**src/hw/rtl/cld_pkg.sv**
```systemverilog
// ----------------------------------------------------------------------------
// Circular list engine package
// Shared field types, operation and status codes, and the queue entry format.
// ----------------------------------------------------------------------------
package cld_pkg;

    localparam int MODE_W   = 3;
    localparam int VALUE_W  = 32;
    localparam int STATUS_W = 2;

    typedef logic [MODE_W-1:0]          mode_t;
    typedef logic signed [VALUE_W-1:0]  value_t;
    typedef logic [STATUS_W-1:0]        status_t;

    localparam mode_t MODE_APPEND    = 3'd0;
    localparam mode_t MODE_DEL_FIRST = 3'd1;
    localparam mode_t MODE_DEL_VALUE = 3'd2;
    localparam mode_t MODE_DEL_LAST  = 3'd3;
    localparam mode_t MODE_DISPLAY   = 3'd4;

    localparam status_t ST_OK       = 2'd0;
    localparam status_t ST_EMPTY    = 2'd1;
    localparam status_t ST_NOTFOUND = 2'd2;
    localparam status_t ST_FULL     = 2'd3;

    typedef struct packed {
        mode_t  mode;
        value_t value;
    } op_t;

    localparam int QUEUE_DEPTH = 2;
    localparam int QPTR_W      = 1;

    function automatic logic mode_known(input mode_t m);
        return (m == MODE_APPEND) || (m == MODE_DEL_FIRST) || (m == MODE_DEL_VALUE) ||
               (m == MODE_DEL_LAST) || (m == MODE_DISPLAY);
    endfunction

endpackage

```
**src/hw/rtl/cld_front.sv**
```systemverilog
// ----------------------------------------------------------------------------
// Circular list engine front end
// Accepts input transactions, drops unused modes, and forwards operations.
// ----------------------------------------------------------------------------
module cld_front (
    input  logic             s_valid,
    output logic             s_ready,
    input  cld_pkg::mode_t   s_mode,
    input  cld_pkg::value_t  s_value,
    output logic             push_valid,
    input  logic             push_ready,
    output cld_pkg::op_t     push_op
);
    import cld_pkg::*;

    assign s_ready       = push_ready;
    assign push_valid    = s_valid && mode_known(s_mode);
    assign push_op.mode  = s_mode;
    assign push_op.value = s_value;

endmodule

```
**src/hw/rtl/cld_queue.sv**
```systemverilog
// ----------------------------------------------------------------------------
// Circular list engine operation queue
// Short FIFO that decouples the front end from the list engine.
// ----------------------------------------------------------------------------
module cld_queue (
    input  logic          aclk,
    input  logic          aresetn,
    input  logic          push_valid,
    output logic          push_ready,
    input  cld_pkg::op_t  push_op,
    output logic          pop_valid,
    input  logic          pop_ready,
    output cld_pkg::op_t  pop_op
);
    import cld_pkg::*;

    op_t               q_mem_reg [QUEUE_DEPTH];
    logic [QPTR_W-1:0] wr_ptr_reg, wr_ptr_next;
    logic [QPTR_W-1:0] rd_ptr_reg, rd_ptr_next;
    logic [QPTR_W:0]   fill_reg, fill_next;
    logic              do_push, do_pop;

    assign push_ready = (fill_reg != (QPTR_W+1)'(QUEUE_DEPTH));
    assign pop_valid  = (fill_reg != '0);
    assign pop_op     = q_mem_reg[rd_ptr_reg];
    assign do_push    = push_valid && push_ready;
    assign do_pop     = pop_valid && pop_ready;

    always_comb begin
        wr_ptr_next = do_push ? wr_ptr_reg + 1'b1 : wr_ptr_reg;
        rd_ptr_next = do_pop ? rd_ptr_reg + 1'b1 : rd_ptr_reg;
        fill_next   = fill_reg;
        if (do_push && !do_pop) begin
            fill_next = fill_reg + 1'b1;
        end else if (do_pop && !do_push) begin
            fill_next = fill_reg - 1'b1;
        end
    end

    always_ff @(posedge aclk) begin
        if (!aresetn) begin
            wr_ptr_reg <= '0;
            rd_ptr_reg <= '0;
            fill_reg   <= '0;
        end else begin
            wr_ptr_reg <= wr_ptr_next;
            rd_ptr_reg <= rd_ptr_next;
            fill_reg   <= fill_next;
        end
    end

    always_ff @(posedge aclk) begin
        if (do_push) begin
            q_mem_reg[wr_ptr_reg] <= push_op;
        end
    end

endmodule

```
**src/hw/rtl/cld_back.sv**
```systemverilog
// ----------------------------------------------------------------------------
// Circular list engine back end
// Ring-buffer entry memory, operation sequencer and result output register.
// ----------------------------------------------------------------------------
module cld_back #(
    parameter int CAPACITY = 16
) (
    input  logic             aclk,
    input  logic             aresetn,
    input  logic             q_valid,
    output logic             q_ready,
    input  cld_pkg::op_t     q_op,
    output logic             m_valid,
    input  logic             m_ready,
    output cld_pkg::value_t  m_item_value,
    output cld_pkg::status_t m_status,
    output logic             m_last
);
    import cld_pkg::*;

    localparam int PW = (CAPACITY > 1) ? $clog2(CAPACITY) : 1;
    localparam int CW = $clog2(CAPACITY + 1);
    localparam int SW = PW + 1;

    localparam logic [2:0] S_IDLE   = 3'd0;
    localparam logic [2:0] S_RDWAIT = 3'd1;
    localparam logic [2:0] S_EMIT   = 3'd2;
    localparam logic [2:0] S_SCAN   = 3'd3;
    localparam logic [2:0] S_DISP   = 3'd4;

    value_t mem_array [CAPACITY];

    logic [2:0]    state_reg, state_next;
    logic [PW-1:0] head_reg, head_next;
    logic [CW-1:0] count_reg, count_next;
    logic [CW-1:0] k_reg, k_next;
    logic          pend_reg, pend_next;
    logic          found_reg, found_next;
    logic [PW-1:0] rd_phys_reg, rd_phys_next;
    logic [PW-1:0] phys_prev_reg, phys_prev_next;
    logic          rd_last_reg, rd_last_next;
    value_t        val_reg, val_next;
    value_t        res_value_reg, res_value_next;
    status_t       res_status_reg, res_status_next;
    value_t        rd_data_reg;
    logic          m_valid_reg, m_valid_next;
    value_t        m_item_value_reg;
    status_t       m_status_reg;
    logic          m_last_reg;

    logic          rd_en, wr_en;
    logic [PW-1:0] rd_addr, wr_addr;
    value_t        wr_data;
    logic          out_load, out_last;
    value_t        out_value;
    status_t       out_status;
    logic          can_load, is_empty, is_full, more, scan_issue, disp_issue;

    function automatic logic [PW-1:0] ring_idx(input logic [PW-1:0] base,
                                               input logic [CW-1:0] ofs);
        logic [SW-1:0] s;
        s = SW'(base) + SW'(ofs);
        if (s >= SW'(CAPACITY)) begin
            s = s - SW'(CAPACITY);
        end
        return s[PW-1:0];
    endfunction

    assign can_load   = !m_valid_reg || m_ready;
    assign is_empty   = (count_reg == '0);
    assign is_full    = (count_reg == CW'(CAPACITY));
    assign more       = (k_reg < count_reg);
    assign scan_issue = more;
    assign disp_issue = more && (!pend_reg || can_load);

    always_comb begin
        state_next      = state_reg;
        head_next       = head_reg;
        count_next      = count_reg;
        k_next          = k_reg;
        pend_next       = pend_reg;
        found_next      = found_reg;
        rd_phys_next    = rd_phys_reg;
        phys_prev_next  = phys_prev_reg;
        rd_last_next    = rd_last_reg;
        val_next        = val_reg;
        res_value_next  = res_value_reg;
        res_status_next = res_status_reg;
        rd_en           = 1'b0;
        rd_addr         = head_reg;
        wr_en           = 1'b0;
        wr_addr         = phys_prev_reg;
        wr_data         = rd_data_reg;
        q_ready         = 1'b0;
        out_load        = 1'b0;
        out_value       = '0;
        out_status      = ST_OK;
        out_last        = 1'b0;

        case (state_reg)
            S_IDLE: begin
                q_ready = 1'b1;
                if (q_valid) begin
                    res_value_next  = '0;
                    res_status_next = ST_EMPTY;
                    state_next      = S_EMIT;
                    case (q_op.mode)
                        MODE_APPEND: begin
                            if (is_full) begin
                                res_status_next = ST_FULL;
                            end else begin
                                wr_en           = 1'b1;
                                wr_addr         = ring_idx(head_reg, count_reg);
                                wr_data         = q_op.value;
                                count_next      = count_reg + CW'(1);
                                res_status_next = ST_OK;
                            end
                        end
                        MODE_DEL_FIRST: begin
                            if (!is_empty) begin
                                rd_en      = 1'b1;
                                rd_addr    = head_reg;
                                head_next  = ring_idx(head_reg, CW'(1));
                                count_next = count_reg - CW'(1);
                                state_next = S_RDWAIT;
                            end
                        end
                        MODE_DEL_LAST: begin
                            if (!is_empty) begin
                                rd_en      = 1'b1;
                                rd_addr    = ring_idx(head_reg, count_reg - CW'(1));
                                count_next = count_reg - CW'(1);
                                state_next = S_RDWAIT;
                            end
                        end
                        MODE_DEL_VALUE: begin
                            if (!is_empty) begin
                                val_next   = q_op.value;
                                k_next     = '0;
                                found_next = 1'b0;
                                pend_next  = 1'b0;
                                state_next = S_SCAN;
                            end
                        end
                        MODE_DISPLAY: begin
                            if (!is_empty) begin
                                k_next     = '0;
                                pend_next  = 1'b0;
                                state_next = S_DISP;
                            end
                        end
                        default: begin
                            state_next = S_IDLE;
                        end
                    endcase
                end
            end
            S_RDWAIT: begin
                res_value_next  = rd_data_reg;
                res_status_next = ST_OK;
                state_next      = S_EMIT;
            end
            S_EMIT: begin
                if (can_load) begin
                    out_load   = 1'b1;
                    out_value  = res_value_reg;
                    out_status = res_status_reg;
                    out_last   = 1'b1;
                    state_next = S_IDLE;
                end
            end
            S_SCAN: begin
                // shift every entry after the match one slot toward the head
                if (scan_issue) begin
                    rd_en        = 1'b1;
                    rd_addr      = ring_idx(head_reg, k_reg);
                    rd_phys_next = ring_idx(head_reg, k_reg);
                    k_next       = k_reg + CW'(1);
                end
                pend_next = scan_issue;
                if (pend_reg) begin
                    phys_prev_next = rd_phys_reg;
                    if (found_reg) begin
                        wr_en   = 1'b1;
                        wr_addr = phys_prev_reg;
                        wr_data = rd_data_reg;
                    end else if (rd_data_reg == val_reg) begin
                        found_next = 1'b1;
                    end
                end
                if (!scan_issue && !pend_reg) begin
                    state_next = S_EMIT;
                    if (found_reg) begin
                        count_next      = count_reg - CW'(1);
                        res_value_next  = val_reg;
                        res_status_next = ST_OK;
                    end else begin
                        res_value_next  = '0;
                        res_status_next = ST_NOTFOUND;
                    end
                end
            end
            S_DISP: begin
                if (pend_reg && can_load) begin
                    out_load   = 1'b1;
                    out_value  = rd_data_reg;
                    out_status = ST_OK;
                    out_last   = rd_last_reg;
                    pend_next  = 1'b0;
                    if (rd_last_reg) begin
                        state_next = S_IDLE;
                    end
                end
                if (disp_issue) begin
                    rd_en        = 1'b1;
                    rd_addr      = ring_idx(head_reg, k_reg);
                    rd_last_next = (k_reg == count_reg - CW'(1));
                    k_next       = k_reg + CW'(1);
                    pend_next    = 1'b1;
                end
            end
            default: begin
                state_next = S_IDLE;
            end
        endcase

        m_valid_next = out_load ? 1'b1 : (m_valid_reg && !m_ready);
    end

    always_ff @(posedge aclk) begin
        if (!aresetn) begin
            state_reg   <= S_IDLE;
            head_reg    <= '0;
            count_reg   <= '0;
            k_reg       <= '0;
            pend_reg    <= 1'b0;
            found_reg   <= 1'b0;
            m_valid_reg <= 1'b0;
        end else begin
            state_reg   <= state_next;
            head_reg    <= head_next;
            count_reg   <= count_next;
            k_reg       <= k_next;
            pend_reg    <= pend_next;
            found_reg   <= found_next;
            m_valid_reg <= m_valid_next;
        end
    end

    always_ff @(posedge aclk) begin
        rd_phys_reg    <= rd_phys_next;
        phys_prev_reg  <= phys_prev_next;
        rd_last_reg    <= rd_last_next;
        val_reg        <= val_next;
        res_value_reg  <= res_value_next;
        res_status_reg <= res_status_next;
        if (out_load) begin
            m_item_value_reg <= out_value;
            m_status_reg     <= out_status;
            m_last_reg       <= out_last;
        end
    end

    always_ff @(posedge aclk) begin
        if (wr_en) begin
            mem_array[wr_addr] <= wr_data;
        end
        if (rd_en) begin
            rd_data_reg <= mem_array[rd_addr];
        end
    end

    assign m_valid      = m_valid_reg;
    assign m_item_value = m_item_value_reg;
    assign m_status     = m_status_reg;
    assign m_last       = m_last_reg;

endmodule

```
**src/hw/rtl/circular_list_delete_engine_unit.sv**
```systemverilog
// ----------------------------------------------------------------------------
// Circular list delete engine
// Bounded ordered list of signed 32-bit values with append, deletes and display.
// ----------------------------------------------------------------------------
// The list lives in a ring buffer of CAPACITY entries with one read and one
// write port. Operations queue in a two-entry FIFO behind the input, so up to
// two further transactions are taken while one executes. Append and any
// operation on an empty list go from idle straight to the result state;
// delete first or last passes through a read-wait state first, and delete
// by value reads every entry (one entry read per cycle, closing the gap in
// the same pass). Display presents its entries from the head onward, one
// entry per cycle while the receiver is ready. Unused modes are accepted and
// produce nothing.
module circular_list_delete_engine_unit #(
    parameter int CAPACITY = 16
) (
    input  logic             aclk,
    input  logic             aresetn,
    input  logic             s_valid,
    output logic             s_ready,
    input  cld_pkg::mode_t   s_mode,
    input  cld_pkg::value_t  s_value,
    output logic             m_valid,
    input  logic             m_ready,
    output cld_pkg::value_t  m_item_value,
    output cld_pkg::status_t m_status,
    output logic             m_last
);
    import cld_pkg::*;

    logic push_valid, push_ready, pop_valid, pop_ready;
    op_t  push_op, pop_op;

    cld_front u_front (
        .s_valid    (s_valid),
        .s_ready    (s_ready),
        .s_mode     (s_mode),
        .s_value    (s_value),
        .push_valid (push_valid),
        .push_ready (push_ready),
        .push_op    (push_op)
    );

    cld_queue u_queue (
        .aclk       (aclk),
        .aresetn    (aresetn),
        .push_valid (push_valid),
        .push_ready (push_ready),
        .push_op    (push_op),
        .pop_valid  (pop_valid),
        .pop_ready  (pop_ready),
        .pop_op     (pop_op)
    );

    cld_back #(
        .CAPACITY (CAPACITY)
    ) u_back (
        .aclk         (aclk),
        .aresetn      (aresetn),
        .q_valid      (pop_valid),
        .q_ready      (pop_ready),
        .q_op         (pop_op),
        .m_valid      (m_valid),
        .m_ready      (m_ready),
        .m_item_value (m_item_value),
        .m_status     (m_status),
        .m_last       (m_last)
    );

endmodule

```
**config.mk**
```make
export PLATFORM = sky130hd
export DESIGN_NAME = circular_list_delete_engine_unit
export DESIGN_NICKNAME = d
export VERILOG_FILES = /design/src/hw/rtl/cld_pkg.sv /design/src/hw/rtl/cld_front.sv /design/src/hw/rtl/cld_queue.sv /design/src/hw/rtl/cld_back.sv /design/src/hw/rtl/circular_list_delete_engine_unit.sv
export SDC_FILE = /design/constraint.sdc
export NUM_CORES = 1
export LEC_CHECK = 0
export ABC_AREA = 1
export BUFFER_PORTS_ARGS = -buffer_cell sky130_fd_sc_hd__buf_2
export CORE_MARGIN = 3
export CORE_UTILIZATION = 33
export CTS_CLUSTER_SIZE = 10
export DETAILED_ROUTE_END_ITERATION = 10
export PLACE_DENSITY = 0.48
export SYNTH_ARGS = -nofsm -noshare
export SYNTH_HDL_FRONTEND = slang
export SYNTH_SLANG_ARGS = --single-unit
```
**constraint.sdc**
```tcl
create_clock -name aclk -period 6.1 [get_ports aclk]
set_input_delay 0.61 -clock aclk [delete_from_list [all_inputs] [get_ports aclk]]
set_output_delay 0.61 -clock aclk [all_outputs]
set_load 0.1 [all_outputs]
```
# ---- After elaboration in Yosys (flattened, before gate mapping)
# Memories as Yosys holds them, arrays and structs flattened. A register that Yosys moved wholly into a read port is not among the register bits.
# Cells that the tools add are included.
dict set report classes {
  add_sub_neg 15
  order_cmp 5
  eq_ne 32
  n_mux 93
  bitwise_logic 1
  n_reduce_logical 44
}
# operator count
set ops {}
lappend ops {{$mux W32} 9}
lappend ops {{$pmux W32 S3} 1}
lappend ops {{$pmux W32 S2} 1}
lappend ops {{$mux W4} 13}
lappend ops {{$mux W5} 10}
lappend ops {{$eq A32 B32 Y1} 1}
lappend ops {{$mux W1} 32}
lappend ops {{$ge A5 B5 Y1 const B} 4}
lappend ops {{$pmux W5 S2} 2}
lappend ops {{$eq A3 B2 Y1 const B} 6}
lappend ops {{$mux W3} 6}
lappend ops {{$mux W2} 8}
lappend ops {{$ne A2 B1 Y1 const B} 8}
lappend ops {{$sub A4 B1 Y4 const B} 4}
lappend ops {{$add A4 B5 Y5} 3}
lappend ops {{$pmux W3 S5} 1}
lappend ops {{$pmux W5 S3} 1}
lappend ops {{$reduce_and A5 Y1} 3}
lappend ops {{$pmux W3 S4} 1}
lappend ops {{$pmux W4 S3} 1}
lappend ops {{$add A5 B1 Y5 const B} 2}
lappend ops {{$ne A2 B2 Y1 const B} 5}
lappend ops {{$eq A3 B1 Y1 const B} 3}
lappend ops {{$eq A3 B3 Y1 const B} 3}
lappend ops {{27 further kinds} 62}
dict set report word_totals {
  regBits 134
  ram_bits 582
  input_bits 39
  wordCells 211
  mem_count 2
}
# memory words width rd rd_clocked_by_memory_dff write_ports line
set mem_list {}
lappend mem_list {u_back.mem_array 16 32 1 1 1 cld_back.sv:31} ;# value_t mem_array [CAPACITY];
lappend mem_list {u_queue.q_mem_reg 2 35 1 1 1 cld_queue.sv:17} ;# op_t q_mem_reg [QUEUE_DEPTH];

# ---- Logic depth before layout (Yosys ltp)
# Gate-level depths: netlist (run 1).
dict set report logic_depth {
  depth_word 11
  depth_mapped 19
  ltp_nobuf 16
}

# ---- Cells and area by module
# From an unflattened synthesis (run 1), not the netlist that was laid out.
dict set report unflattened {
  cells_unflattened 2990
  area_unflattened_um2 33041.7
}
# mod instances cells_per_inst area_each_um2
set modules_own_cells {}
lappend modules_own_cells {cld_back 1 2803 29832.4}
lappend modules_own_cells {cld_queue 1 146 2920.3}
lappend modules_own_cells {cld_front 1 41 289.0}

# ---- Least setup slack after synthesis (run 1)
# No wires, ideal clock.
dict set report synth_timing {
  path_type {register to register}
  start {reg u_back.count_reg[1]}
  end {reg u_back.res_status_reg[0], enable pin}
  setup_ns 0.477
  t_arrival_ns 3.891
  required_time_ns 5.623
  setup_slack_ns 1.732
  stages_incl_launch_ff 9
  period_less_slack_ns 4.368
  cell_sequence {dfxtp_1 inv_1 ha_1 nand2_1 nor2_1 nand2_1 nand3_1 o21ai_0 a211oi_1}
}
dict set report synth_between {
  elab_chain_cells 5
}
# element line
set synth_rtl {}
lappend synth_rtl {{start, declared} cld_back.sv:35} ;# logic [CW-1:0] count_reg, count_next;
lappend synth_rtl {{start signal, assigned} cld_back.sv:242} ;# count_reg <= count_next;
lappend synth_rtl {{$lt A5 B5 Y1} cld_back.sv:72} ;# assign more = (k_reg < count_reg);
lappend synth_rtl {{$logic_not A1 Y1} cld_back.sv:191} ;# if (!scan_issue && !pend_reg) begin
lappend synth_rtl {{$logic_and A1 B1 Y1} cld_back.sv:191}
lappend synth_rtl {{$ne A2 B1 Y1 (no line)} n/a}
lappend synth_rtl {{$reduce_and A3 Y1 (no line)} n/a}
lappend synth_rtl {{end signal, assigned} cld_back.sv:256} ;# res_status_reg <= res_status_next;
lappend synth_rtl {{end, declared} cld_back.sv:44} ;# status_t res_status_reg, res_status_next;
# Every way passes these cells.
# A chain may end at the register's enable or synchronous reset.

# ---- Worst setup path after layout (run 1)
dict set report layout_timing {
  start {reg u_back.count_reg[3]}
  end {reg u_back.rd_data_reg[18] (read register of u_back.mem_array) (data pin)}
}
dict set report layout_between {
  elab_chain_cells 8
  elab_cells_between_ends 20
  cone_classes {3 x add/sub; 2 x order compare; 13 x mux; 2 x reduce/logical}
}
# element line
set layout_rtl {}
lappend layout_rtl {{$sub A5 B1 Y5} cld_back.sv:131} ;# rd_addr = ring_idx(head_reg, count_reg - CW'(1));
lappend layout_rtl {{$add A4 B5 Y5} cld_back.sv:62} ;# s = SW'(base) + SW'(ofs);
lappend layout_rtl {{$sub A4 B1 Y4 / $ge A5 B5 Y1 (equally long branches)} {cld_back.sv:64, cld_back.sv:63}}
lappend layout_rtl {{$mux W4} cld_back.sv:63} ;# if (s >= SW'(CAPACITY)) begin
lappend layout_rtl {{$mux W4} cld_back.sv:129} ;# if (!is_empty) begin
lappend layout_rtl {{$mux W4} n/a}
lappend layout_rtl {{$mux W4} cld_back.sv:103} ;# if (q_valid) begin
lappend layout_rtl {{$pmux W4 S3} cld_back.sv:100} ;# case (state_reg)
lappend layout_rtl {{end, declared} cld_back.sv:45} ;# value_t rd_data_reg;
# Parallel ways exist; a longest one is shown, timed or not.

==> flow_summary.yaml, run 1 <==
synth:
  synth.top_cells.by_area: "edfxtp_1, nand3_1, nand2_1, inv_1, o21ai_0"
  synthFlopType: "edfxtp_1"
  async_reset_ff_share_pct: 0
  syn_inst: 3009
  ys_types: 47
  synth-seq-cells: 749
  ys.warnings.count: 0
  synth_edf_count: 724
  yosys-top-cells-count: "nand2_1, edfxtp_1, nand3_1, inv_1, o21ai_0"
  synth_top_area_cell: "edfxtp_1"
  synth_most_common_cell: "nand2_1"
  synth-seq-area-share_pct: 68.1
  post-synth-top-area-fraction_pct: 66.5
  synthesis.nets: 3071
  synth_area_per_cell_um2: 10.9
  synth.cell_area_um2: 32700
worst_hold_path:
  hold_depth: 1
  hold_path.class: "in -> reg"
clock_tree:
  clock_tree.root_cell: "clkbuf_16"
  clk_latency_ns: 0.65
  holdBufCountCts: 0
  clock_path_buffers: 3
  cts.clk_slew.worst_paths_ns: 0.06
  h-tree-depth: 3
  cts_sinks: 749
  cts-resized-gates: 0
  tritoncts: "built"
  cts_setup_buffers: 0
  cts_buffers: 87
route:
  drt_iter0_markers: 1771
  vias: 22006
  dr.pass1.iters: 6
  routed_wl_mm: 92.9
  antenna_left: 0
  vias_per_cell: 5.02
  post_drt_wl_per_cell_um: 21.2
  drcViolationCount: 0
worst_setup_path:
  start_kind: "flip-flop"
  crit_family: "simple AND/OR/NAND/NOR gates"
  end_kind: "flip-flop"
  crit_end: "u_back.rd_data_reg[18]"
  slowest_stage: "a21oi_4"
  cp.arrival_ns: 4.79
  crit_chain: "inv_1, ha_1, nand2_1, nor2_1, nand2_1, nand3_1, nand2_2, a21oi_4, nand2_8, buf_12, nand2_1, nand2_1, nand2_1, nand3_1, nand3_1, nand2_1"
  cpPeakStageDelay_ns: 0.72
  worst-path-stages: 16
  worstSetupPathType: "reg -> reg"
  crit_required_ns: 6.48
  path_max_fanout: 107
  cp_num_buf_inv: 2
  critPathLaunch: "u_back.count_reg[3]"
  crit_path_frequent_cell: "nand2_1"
  reg2reg_slack_ns: 1.70
  rr_worst_depth: 16
  crit-reg2reg-launch: "u_back.count_reg[3]"
  reg2reg_to: "u_back.rd_data_reg[18]"
power:
  finalPower_mw: 16.3
  vdd_drop_max_uv: 250
  p_leak_nw: 14.4
  power.density_nw_per_um2: 440
placed_design:
  place_inst: 4265
  post-dp-hpwl_mm: 52.8
  io_buffers: 75
  gp_congestion: 0.794
die:
  die_w_um: 321
  core-area_um2: 97400
  ios: 76
  start_util_pct: 33.5
  die_area_um2: 103000
  rows: 114
  die_y_um: 321
status:
  outcome: "complete, no violations"
global_routing:
  grt_pass1_wl_mm: 139
  grt_antenna_before_repair: 0
  grt_use_total_pct: 17.8
  grt_max_degree: 213
  gr-total-overflow: 0
  grt_pass1_vias: 21581
sta:
  timing.setup.tns_ns: 0
  maxSlewHeadroom_pct: 15.9
  period_share_pct: 72.2
  finalSetupViolCount: 0
  max_slew.worst_pin.slew_ns: 1.26
  skew_ns: 0.0245
  min_period_ns: 4.40
  slew_violations: 0
  grt_setup_unrepaired: "false"
  hold_ws_ns: 0.151
  hold_viol: 0
  fmax_ghz: 0.227
finish:
  fin_nets: 3140
  drive_gt1_share_pct: 9.83
  n_antenna_cell: 0
  largest_reg_flops: 512
  synthToLayoutAreaGrowth_pct: 13.6
  finalNonFillerCells: 4388
  final_util_pct: 38.1
job:
  maxCapViolations: 0
[cells in the final DEF (no fill, tap or decap), types with 6 or more instances in the layout]
cell and instances:
buf_2 75, buf_4 66, a21oi_1 23, clkbuf_1 22, o21ai_0 123, xor2_1 35, inv_1 345, buf_12 6
nor4_1 7, nand2_2 9, dfxtp_1 25, ha_1 20, inv_2 8, xnor2_1 13, clkbuf_16 89, nand2_1 734
edfxtp_1 724, nand3_1 665, nor2_1 32, nor2_4 20
[power by group]
part / switching (mW) / leakage (nW) / internal, mW / total [mW]
combinational: 3.56 / 6.47 / 1.13 / 4.69
sequential: 0.275 / 6.79 / 6.68 / 6.96
clock: 2.01 / 1.19 / 2.68 / 4.68
total: 5.84 / 14.4 / 10.5 / 16.3
[routing by layer]
metal / GRT usage [%] / share of wire [%] / wire [µm]
met5: 0 / 0 / 0
met4: 6.16 / 3.1 / 2920
met3: 2.80 / 5.0 / 4650
met2: 29.3 / 48 / 44300
met1: 24.1 / 44 / 41000
[worst min path at each step]
stage / endpoint / start / slack (ns)
finish: u_queue.q_mem_reg[0][13] / s_value[13] / 0.15
global route: u_queue.q_mem_reg[0][16] / s_value[16] / 0.12
CTS: u_queue.q_mem_reg[1][13] / s_value[13] / 0.10
detailed placement: u_back.phys_prev_reg[2] / u_back.rd_phys_reg[2] / 0.41
global placement: u_back.phys_prev_reg[0] / u_back.rd_phys_reg[0] / 0.41
floorplan: u_back.phys_prev_reg[0] / u_back.rd_phys_reg[0] / 0.40
[cell families (layout without fill, tap and decap cells)]
logic type                 Yosys count  in the layout  share of synthesized area [%]
buffers and inverters              523            626                           6.62
and+or+nand+nor                   1500           1500                           20.3
adders and majority gates           23             23                          0.950
muxes                                1              1                         0.0306
DFF                                749            749                           68.1
AOI/OAI and AO/OA                  164            164                           2.66
xor gates and xnor gates            49             49                           1.34
[layout make-up]
cell class                 count  area [µm²]
fill                        9434       60300
sequential                   749       22200
multi-input combinational   1737        8490
clock buffer                 111        2310
tap                         1276        1600
inverter                     356        1340
timing repair buffer         147         991
clock inverter                12         138
[metrics by stage]
stage          setup slack, ns  instance area [µm²]
6_report                  1.70                37100
5_1_grt                   1.38                37100
4_1_cts                   1.74                37100
3_5_place_dp              1.43                34700
3_3_place_gp              1.47                34700
2_1_floorplan             1.73                32700
No activity file was read; power rests on OpenSTA's default activity.
==> run 2: changes to the inputs <==
Settings changed: PLACE_DENSITY 0.48 to 0.5.
Clock period 6.1 ns to 3.6 ns, I/O delays scaled along.
==> run 2 against run 1 <==
Worst setup slack got worse by 1.4 ns. Flip-flop and latch count did not move. Design area rose by 3.2%. Critical path depth did not move. Register-to-register slack got worse by 1.4 ns. Sequential power rose by 68%. Routed wire length barely moved. Global-route usage rose by 0.11 points. Highest routed layer is now met5. Clock-buffer cell count fell by 7. Maximum frequency rose by 33%. Combinational power rose by 76%. Worst hold slack improved by 0.014 ns.
==> flow_summary.yaml, run 2 (synthesized netlist as in run 1, its figures left out) <==
worst_setup_path:
  path_max_fanout: 24
  cpPeakStageDelay_ns: 0.45
  cp.arrival_ns: 3.69
  crit_path_frequent_cell: "nand2_1"
  crit_required_ns: 3.99
  crit_chain: "inv_1, ha_1, xor2_1, ha_1, nand2_1, nor2_1, a211oi_1, xor2_1, nand2_1, nand2_1, nand3_1, a21oi_4, inv_2, buf_4, nand3_1, nand2_1"
  end_kind: "flip-flop"
  slowest_stage: "dfxtp_1"
  start_kind: "flip-flop"
  worstSetupPathType: "reg -> reg"
die:
  start_util_pct: 33.5
  ios: 76
  rows: 114
  die_y_um: 321
  die_area_um2: 103000
  core-area_um2: 97400
  die_w_um: 321
placed_design:
  io_buffers: 75
  gp_congestion: 0.802
  post-dp-hpwl_mm: 54.6
  place_inst: 4318
global_routing:
  grt_use_total_pct: 17.9
  grt_pass1_wl_mm: 139
  gr-total-overflow: 0
  grt_pass1_vias: 21350
  grt_max_degree: 110
  grt_antenna_before_repair: 2
clock_tree:
  clk_latency_ns: 0.65
  tritoncts: "built"
  clock_tree.root_cell: "clkbuf_16"
  cts_setup_buffers: 0
  cts.clk_slew.worst_paths_ns: 0.06
  clock_path_buffers: 3
  cts_buffers: 87
  h-tree-depth: 3
  holdBufCountCts: 35
  cts_sinks: 749
  cts-resized-gates: 0
route:
  dr.pass1.iters: 6
  dr_wl_met2_mm: 43.7
  vias: 22150
  dr.max_layer_used: "met5"
  antenna_left: 0
  m1WireLength_mm: 41.8
  drcViolationCount: 0
  vias_per_cell: 4.96
  routed_wl_mm: 93.0
  met3_length_mm: 4.91
  drt_iter0_markers: 2038
  post_drt_wl_per_cell_um: 20.8
power:
  p_leak_nw: 15.0
  power.density_nw_per_um2: 725
  finalPower_mw: 27.8
  vdd_drop_max_uv: 431
sta:
  hold_ws_ns: 0.166
  maxSlewHeadroom_pct: 16.9
  timing.setup.tns_ns: 0
  period_share_pct: 91.8
  slew_violations: 0
  finalSetupViolCount: 0
  fmax_ghz: 0.303
  skew_ns: 0.0343
  grt_setup_unrepaired: "false"
  hold_viol: 0
  min_period_ns: 3.31
  max_slew.worst_pin.slew_ns: 1.24
finish:
  register_area_um2: 22200
  drive_gt1_share_pct: 11.3
  fin_nets: 3228
  final_cell_mix: "nand2_1, edfxtp_1, nand3_1"
  synthToLayoutAreaGrowth_pct: 17.2
  filler_cell_count: 9431
  final_common_cell: "nand2_1"
  n_antenna_cell: 0
  largest_reg_flops: 512
  final_util_pct: 39.3
  finalNonFillerCells: 4470
  multi_input_area_um2: 8500
job:
  maxCapViolations: 0
worst_hold_path:
  hold_path.class: "in -> reg"
status:
  outcome: "complete, no violations"
==> run 2: worst paths after layout <==
path                    startpoint                 endpoint  slack, ns  depth (start not counted)
max            u_back.count_reg[1]   u_back.rd_data_reg[17]       0.29                         16
min                        aresetn       u_queue.wr_ptr_reg       0.17                          3
max reg2reg    u_back.count_reg[1]   u_back.rd_data_reg[17]       0.29                         16
min reg2reg  u_back.rd_phys_reg[3]  u_back.phys_prev_reg[3]       0.42                          0
==> run 2: cell type report <==
cell class                      instances  area share, %
Inverter                              356           3.50
Timing Repair Buffer                  235           5.82
Clock inverter                         13          0.327
Multi-Input combinational cell       1737           22.2
Clock buffer                          104           5.91
Tap cell                             1276           4.17
Sequential cell                       749           58.1
==> run 2: power by group <==
part | internal (mW) | leakage [nW] | total [mW] | switching, mW
combinational | 2.15 | 7.00 | 8.26 | 6.11
sequential | 11.3 | 6.79 | 11.7 | 0.412
clock | 4.39 | 1.16 | 7.77 | 3.38
total | 17.9 | 15.0 | 27.8 | 9.90
==> run 2: stage by stage <==
| stage | cell area, µm² | setup slack (ns) |
|---|---|---|
| global placement | 35600 | 0.415 |
| CTS | 38300 | 0.301 |
| floorplan | 32700 | 0.165 |
| global route | 38300 | 0.0170 |
| detailed placement | 35600 | 0.336 |
| finish | 38300 | 0.295 |
==> run 2: worst max-delay path: cells and delay by family (launching register included) <==
family / cells / cell delay, ns
fa+ha+maj: 2 / 0.55
xor+xnor: 2 / 0.56
flops: 1 / 0.45
compound gates: 2 / 0.40
buf+inv: 3 / 0.47
simple gates: 7 / 0.60
==> run 2: per-layer routing <==
layer | global-route usage [%] | up-vias
li1 | - | 10537
met1 | 24.8 | 10862
met2 | 29.2 | 606
met3 | 2.63 | 141
met4 | 5.61 | 4
met5 | 0 | -
